[config.mk]
export PLATFORM = sky130hd
export DESIGN_NAME = qwalu_front
export DESIGN_NICKNAME = d
export VERILOG_FILES = /design/src/rtl/core/qwalu_pkg.sv /design/src/rtl/core/qwalu_front.sv
export SDC_FILE = /design/constraint.sdc
export NUM_CORES = 1
export LEC_CHECK = 0
export BUFFER_PORTS_ARGS = -buffer_cell sky130_fd_sc_hd__buf_2
export CAP_MARGIN = 20
export CORE_MARGIN = 2
export CORE_UTILIZATION = 37
export CTS_BUF_LIST = sky130_fd_sc_hd__clkbuf_4 sky130_fd_sc_hd__clkbuf_8 sky130_fd_sc_hd__clkbuf_16
export CTS_CLUSTER_DIAMETER = 40
export DETAILED_ROUTE_END_ITERATION = 12
export GPL_TIMING_DRIVEN = 0
export SYNTH_ARGS = -nofsm -noshare
export SYNTH_HDL_FRONTEND = slang
export SYNTH_SLANG_ARGS = --single-unit
[constraint.sdc]
create_clock -name clk -period 11.2 [get_ports clk]
set_clock_uncertainty 0.15 [all_clocks]
set_input_delay 3.36 -clock clk [delete_from_list [all_inputs] [get_ports clk]]
set_output_delay 3.36 -clock clk [all_outputs]
set_load 0.05 [all_outputs]
[src/rtl/core/qwalu_pkg.sv]
`timescale 1ns / 1ps
package qwalu_pkg;

  localparam logic [2:0] KIND_ADD = 3'd0;
  localparam logic [2:0] KIND_SUB = 3'd1;
  localparam logic [2:0] KIND_MUL = 3'd2;
  localparam logic [2:0] KIND_DIV = 3'd3;
  localparam logic [2:0] KIND_SHL = 3'd4;

  localparam logic [2:0] ST_OK       = 3'd0;
  localparam logic [2:0] ST_OVERFLOW = 3'd1;
  localparam logic [2:0] ST_NEGATIVE = 3'd2;
  localparam logic [2:0] ST_SHIFT    = 3'd3;
  localparam logic [2:0] ST_DIVZERO  = 3'd4;

  localparam int SHIFT_LIMIT = 32;
  localparam int MUL_BITS    = 32;
  localparam int DIV_BITS    = 16;
  localparam int QUEUE_DEPTH = 4;

  typedef struct packed {
    logic [2:0]  kind;
    logic [63:0] operand_a;
    logic [63:0] operand_b;
  } in_item_t;

  typedef struct packed {
    logic [63:0] result_value;
    logic [15:0] remainder;
    logic [2:0]  status;
  } out_item_t;

  // classified work entry between front and back
  typedef struct packed {
    logic [2:0]  kind;
    logic [63:0] a;
    logic [63:0] b;
    logic        b_big;    // shift count above limit
    logic        d_zero;   // divisor zero
  } work_t;

endpackage

[src/rtl/core/qwalu_front.sv]
`timescale 1ns / 1ps
// Classifies input items and holds them in a small queue for the back end.
module qwalu_front #(
  parameter int Depth = qwalu_pkg::QUEUE_DEPTH
) (
  input  logic               clk,
  input  logic               rst_n,
  input  logic               in_push,
  output logic               in_full,
  input  qwalu_pkg::in_item_t in_item,
  output logic               wq_valid,
  input  logic               wq_take,
  output qwalu_pkg::work_t   wq_item
);
  localparam int AW = (Depth > 1) ? $clog2(Depth) : 1;

  qwalu_pkg::work_t mem [Depth];
  logic [AW-1:0] wr_r, rd_r;
  logic [AW:0]   cnt_r;
  qwalu_pkg::work_t w;
  logic push_ok, take_ok;

  always_comb begin
    w.kind   = in_item.kind;
    w.a      = in_item.operand_a;
    w.b      = in_item.operand_b;
    w.b_big  = in_item.operand_b > 64'(qwalu_pkg::SHIFT_LIMIT);
    w.d_zero = in_item.operand_b[15:0] == 16'd0;
  end

  assign in_full  = cnt_r == (AW+1)'(Depth);
  assign wq_valid = cnt_r != '0;
  assign wq_item  = mem[rd_r];
  assign push_ok  = in_push && !in_full;
  assign take_ok  = wq_take && wq_valid;

  always_ff @(posedge clk) begin
    if (push_ok) begin
      mem[wr_r] <= w;
    end
  end

  always_ff @(posedge clk) begin
    if (!rst_n) begin
      wr_r  <= '0;
      rd_r  <= '0;
      cnt_r <= '0;
    end else begin
      if (push_ok) wr_r <= (wr_r == AW'(Depth-1)) ? '0 : wr_r + 1'b1;
      if (take_ok) rd_r <= (rd_r == AW'(Depth-1)) ? '0 : rd_r + 1'b1;
      cnt_r <= cnt_r + (AW+1)'(push_ok) - (AW+1)'(take_ok);
    end
  end
endmodule

### After elaboration in Yosys (flattened, before gate mapping)

Memory sizes are Yosys's and may differ from the RTL's. A register that Yosys moved wholly into a read port is not among the register bits.
Index checks and enable logic that the tools add are counted.

* bits in registers: 7
* bits in latches: 0
* memory bits (writable): 532
* bits in read-only memories: 0
* bits of input ports: 135
* output and inout bits: 135
* word-level logic and storage cells: 23
* memories: 1

* $add $sub $neg: 4
* multiply operators: 0
* div/mod/pow operators: 0
* $lt $le $gt $ge: 1
* eq/ne operators: 3
* shifts and indexed selects: 0
* muxes and demuxes: 6
* bitwise gates (word level): 0
* reductions and logical operators: 5

Memory list
* mem: words 4, bits a word 133, read ports 1, clocked after Yosys merged registers in 1, wr ports 1, line qwalu_front.sv:17 `qwalu_pkg::work_t mem [Depth];`

Operators by type and width (number)
* 64-bit by 6-bit > comparator with 1-bit output, second input constant: 1
* 16-bit zero test: 1
* 2-bit 2-to-1 mux: 4
* 2-bit by 1-bit adder with 2-bit output, second input constant: 2
* 2-bit equality test, second input constant: 2
* 3-bit by 1-bit adder with 3-bit output: 1
* 3-bit equality test, second input constant: 1
* 3-bit nonzero test: 1
* 3-bit by 1-bit subtractor with 3-bit output: 1
* 1-bit logical AND: 2
* 1-bit 2-to-1 mux: 2
* 1-bit zero test: 1

### Longest topological paths before layout

Gate-level depths: netlist of the first run.

* word-level depth: 5
* mapped depth: 11
* gate-level depth less buffers: 10

### Least setup slack after synthesis of the first run

No wires, ideal clock.

* path kind: input to register
* from: input port in_push
* to: memory mem[0][0] in the netlist's numbering (enable)
* setup time: 508 ps
* data arrival time: 6706 ps
* data required time: 10542 ps
* setup slack: 3836 ps
* stages on the path: 3
* buffers on the path: 1
* cells stage by stage: nor2b_1 -> buf_2 -> and2_1

* cells in the longest elaborated chain, start to end: 3

RTL lines
* start, declared: line qwalu_front.sv:8 `input logic in_push,`
* 1-bit logical AND: line qwalu_front.sv:34 `assign push_ok = in_push && !in_full;`
* 1-bit 2-to-1 mux: line qwalu_front.sv:38 `if (push_ok) begin`
* 1-bit 2-to-1 mux (implied by the code): line qwalu_front.sv:39 `mem[wr_r] <= w;`
* end, declared: line qwalu_front.sv:17

No other way between the ends.

==> results.tsv, run 1 <==
metric	value	unit
timing.slew.headroom	48.0	%
crit_path_start_kind	register	
crit_arrival	2.59	ns
placed_area	22200	um^2
crit_family	buffers and inverters	
p_leak	8.43	nW
synth_seq_cells	541	
clockBufferDepth	3	
coreArea	52800	um^2
critPathKind	register to primary output	
r2r_slack	8.62	ns
synth_compound_area_share	0.0759	%
synth_xor_area_share	0.0885	%
cts_hold_buf	0	
ys_types	22	
fin_crit	6.10	ns
hold_class	register to register	
path_clk_slew	0.05	ns
vias	9329	
yosysSeqAreaShare	81.6	%
overflow	0	
postRouteAntennaNets	0	
finalNetCount	1272	
die_w	235	um
antenna_found_initial	3	
ioPinCount	270	
worstPathCellList	buf_2 > buf_2 > buf_2 > mux4_2 > buf_2	
path_buf_inv	4	
hold_viol	0	
root_buffer	clkbuf_16	
die_h	235	um
clock_sinks	541	
grt_usage	14.9	%
cpMostUsedCell	buf_2	
synthAdderAreaFrac	0.544	%
cts_tree	built	
dp_hpwl	25400	um
rsz0062_at_grt	no	
finalCritPeriodShare	54.5	%
max_freq	164	MHz
place_congestion	0.690	
finalWirelength	41000	um
h-tree-depth	3	
rr_startpoint	cnt_r[2]	
netlist_instances	770	
final_max_slew_viol_count	0	
area_delta_synth_final	26.1	%
power_density	264	nW/um^2
start_util	37.5	%
fin_area	25000	um^2
fill_cells	4408	
status	complete, no violations	
syn_nets	913	
hold_end	rd_r[1]	
synth_top_family_by_area	multiplexers	
first_global_vias	10010	
clkLatencyLatePin	0.60	ns
cts_resized	0	
min_from	rd_r[1]	
synth_area_per_cell	25.7	um^2
via_per_inst	4.96	
crit_path_top_delay_cell	buf_2	
diodes	0	
drtIter0Drc	480	
muxShareOfSynthArea	15.2	%
min_delay_path_depth	2	
worstMarginPinSlew	0.780	ns
r2r_end	mem[3][92]	
detail_route.wl_per_cell	21.8	um
cts_buffers	79	
rr_worst_depth	6	
synth-simple-area-share	1.26	%
yosysWarnings	0	
dr.pass1.iters	5	
port_buffers	269	
die-area	55400	um^2
grt_pass1_wl	61700	um
maxCapViolations	0	
setup_viol	0	
fp-row-count	84	
drcViolationCount	0	
ir_worst_vdd	186	uV
post_cts_buffers	0	
cp_max_fo	10	
setup_tns	0	ns
crit_path_end_kind	primary output	
synth_area	19800	um^2
slowest_delay	0.42	ns
grt_max_degree	54	
drive_above_1_share	48.6	%
cp.required	7.69	ns
[how the worst max path moves through the flow]
stage	startpoint	end	slack [ns]	cells after the start
finish	register	wq_item[60]	5.10	5
global route	register	wq_item[64]	4.90	5
detailed placement	in_push	mem[3][90]	5.57	6
floorplan	in_push	mem[0][0]	3.84	3
global placement	in_push	mem[1][119]	0.95	4
CTS	register	wq_item[62]	4.94	5
[synthesized netlist by cell type]
master    count  area [um^2]
edfxtp_1    532        16000
fa_1          1         20.0
mux4_2      133         3000
nand2_1       6         22.5
inv_1         7         26.3
or3_1         2         12.5
nor2_1        3         11.3
buf_6         9          101
dfxtp_1       9          180
nor3_1        2         10.0
nand4_1       3         18.8
buf_2        16         80.1
xnor2_1       2         17.5
and2_1        7         43.8
ha_1          7         87.6
nor2b_1       3         18.8
mux2i_1       2         20.0
a21boi_0      2         15.0
clkbuf_1      6         22.5
nand3_1       2         10.0
nor4_1       15         93.8
nor3b_1       1         7.51
[final cells by class]
class / count / area, um^2 / area share [%]
buffer: 31 / 204 / 0.817
clock buffer: 89 / 2090 / 8.39
clock inverter: 56 / 629 / 2.52
inverter: 7 / 26.3 / 0.105
multi-input combinational: 191 / 3410 / 13.7
sequential: 541 / 16200 / 64.7
tap: 688 / 861 / 3.45
timing repair buffer: 278 / 1570 / 6.30
[logic make-up after synthesis]
group	count (synthesis)
AND/OR/NAND/NOR	44
AO/OA/AOI/OAI	2
buffers and inverters	38
flip-flops	541
multiplexers	135
adder cells (fa/ha/maj)	8
XOR/XNOR	2
[worst register-to-register path: stages (launching register included)]
cell and delay, ns:
dfxtp_1 0.32, nor3b_1 0.15, nor2b_1 0.10, buf_2 0.21, and2_4 0.59, buf_16 0.33
buf_16 0.31
[power breakdown]
group	switching [W]	internal (W)
logic	0.00115	0.000490
clock network	0.000933	0.00154
registers	0.0000384	0.00244
total	0.00212	0.00447
[layer usage]
| metal | track usage, % | wire length [um] |
|---|---|---|
| met5 | 0 | 41 |
| met2 | 23.3 | 19600 |
| met1 | 19.8 | 17700 |
| met3 | 4.69 | 2640 |
| met4 | 5.37 | 985 |
[cell usage in the layout (no fill, tap or decap), drive strengths merged]
cell type,netlist,routed
mux2i,2,2
or3,2,2
nand4,3,3
nor3b,1,1
and2,7,7
bufinv,0,7
inv,7,22
fa,1,1
mux4,133,133
nor4,15,15
edfxtp,532,532
xnor2,2,2
nand3,2,2
nor3,2,2
clkinv,0,25
dfxtp,9,9
nand2,6,6
nor2,3,3
clkbuf,6,95
a21boi,2,2
clkinvlp,0,9
buf,25,303
nor2b,3,3
ha,7,7
[registers in the layout, indices dropped and copies added, names as in the netlist, named ones only]
register and cells:
cnt_r 3, mem 532, rd_r 2, wr_r 2
[through the flow]
step	std cells	hold slack [ns]	worst slack [ns]	total power [W]	utilization, %
global placement	1727	0.352	0.955	0.00421	41.7
finish	1881	0.374	5.10	0.00659	47.3
CTS	1881	0.361	4.94	0.00670	47.3
floorplan	770	0.317	3.84	0.00377	-
detailed placement	1736	0.346	5.57	0.00420	42.1
global route	1881	0.412	4.90	0.00684	47.3
Note: power is estimated with default switching activity, not from simulation.
==> run 2, diff against run 1 <==
- clock period: 11.2 -> 5.6 ns (I/O delays scaled with it)
==> run 2 against run 1 <==
- via count hardly changed
- total power grew 100%
- wire length up 1.2%
- die area unchanged
- non-clock buffer count increased by 2
- critical path type unchanged
- register-to-register slack worse by 5.5 ns
==> results.tsv, run 2 (synthesized netlist as in run 1, its figures left out) <==
metric	value	unit
final_common_cell	edfxtp_1	
fp-row-count	84	
die-area	55400	um^2
power_density	531	nW/um^2
clkLatencyLatePin	0.60	ns
h-tree-depth	3	
placed_area	22300	um^2
port_buffers	269	
fin_crit	4.38	ns
grt_usage	15.3	%
via_per_inst	4.96	
post_cts_buffers	0	
crit_path_start_kind	register	
hold_class	register to register	
status	complete, no violations	
setup_slack	1.22	ns
cts_tree	built	
cp.required	3.77	ns
crit_path_end_kind	primary output	
worstMarginPinSlew	0.793	ns
critPathKind	register to primary output	
place_congestion	0.701	
start_util	37.5	%
clockBufferDepth	3	
cts_resized	0	
cp_max_fo	10	
clock_sinks	541	
path_clk_slew	0.06	ns
cpMostUsedCell	buf_2	
slowest_delay	0.41	ns
cts_hold_buf	0	
antenna_found_initial	3	
detail_route.wl_per_cell	22.0	um
largest-register	mem	
place_ws	1.30	ns
finalNetCount	1273	
regArea	16200	um^2
die_h	235	um
drtIter0Drc	424	
coreArea	52800	um^2
finalCritPeriodShare	78.2	%
cts_buffers	78	
setup_viol	0	
crit_path_top_delay_cell	buf_2	
dr.pass1.iters	6	
postRouteAntennaNets	0	
crit_family	buffers and inverters	
final_max_slew_viol_count	0	
worstPathCellList	buf_2 > buf_2 > buf_2 > mux4_2 > buf_2	
drive_above_1_share	48.5	%
hold_viol	0	
max_freq	228	MHz
first_global_vias	10151	
overflow	0	
grt_max_degree	54	
p_leak	8.48	nW
layout_common_cells	532 x edfxtp_1, 285 x buf_2, 133 x mux4_2, 81 x clkbuf_16, 15 x nor4_1	
drcViolationCount	0	
grt_pass1_wl	63100	um
diodes	0	
ir_worst_vdd	368	uV
vias	9330	
path_buf_inv	4	
largestRegisters	mem: 532 flops, cnt_r: 3 flops	
ioPinCount	270	
largest_register_ffs	532	
crit_arrival	2.55	ns
maxCapViolations	0	
dp_hpwl	26000	um
multi_input_area	3410	um^2
die_w	235	um
finalWirelength	41500	um
area_delta_synth_final	26.6	%
rsz0062_at_grt	no	
root_buffer	clkbuf_16	
timing.slew.headroom	47.2	%
fill_cells	4427	
fin_area	25100	um^2
==> run 2: changes by cell type in the layout (fill, tap and decap cells not counted), moves of 2 or more <==
cell,before,now
clkinv_1,5,7
buf_12,0,2
bufinv_16,7,11
inv_6,10,13
clkinv_4,10,7
clkinv_2,7,5
inv_16,2,0
==> run 2: path summary, 6_finish.rpt <==
check                start     endpoint  slack (ns)  cells past startpoint
setup reg to reg  cnt_r[2]  mem[1][115]        3.11                      6
setup / recovery  register  wq_item[60]        1.22                      5
hold / removal     rd_r[1]      rd_r[1]        0.38                      2
hold reg to reg    rd_r[1]      rd_r[1]        0.38                      2
==> run 2: layout make-up <==
cell class / count / share of cell area (%)
clock buffers: 88 / 8.30
clock inverters: 56 / 2.73
flip-flops and latches: 541 / 64.5
inverters: 7 / 0.105
multi-input cells: 191 / 13.6
well taps: 688 / 3.44
repair buffers: 280 / 6.52
plain buffers: 31 / 0.814
==> run 2: stage by stage <==
stage | hold WS, ns | cells | total power, W | TNS [ns] | utilization [%]
floorplan | 0.317 | 770 | 0.00752 | 0 | -
global placement | 0.350 | 1727 | 0.00838 | -105.88 | 41.7
detailed placement | 0.366 | 1738 | 0.00842 | 0 | 42.3
CTS | 0.378 | 1882 | 0.0135 | 0 | 47.5
global route | 0.416 | 1882 | 0.0138 | 0 | 47.5
finish | 0.379 | 1882 | 0.0133 | 0 | 47.5
==> run 2: layer usage <==
metal  GRT usage [%]  wire [um]
met5               0         36
met2            24.6      20300
met4            4.65        875
met1            19.9      17500
met3            5.10       2840
==> run 2: worst reg2reg max path: cells and delay by family, from the launching register on <==
kind | cells | cell delay [ns]
flip-flops | 1 | 0.33
buffers and inverters | 3 | 0.80
AND/OR/NAND/NOR | 3 | 0.84
==> run 2: where the power goes <==
group          internal (W)  total [W]  leakage (nW)  switching (W)
combinational      0.000987    0.00330          2.19        0.00231
sequential          0.00488    0.00496          4.95      0.0000796
clock               0.00323    0.00505          1.34        0.00182
total               0.00910     0.0133          8.48        0.00421
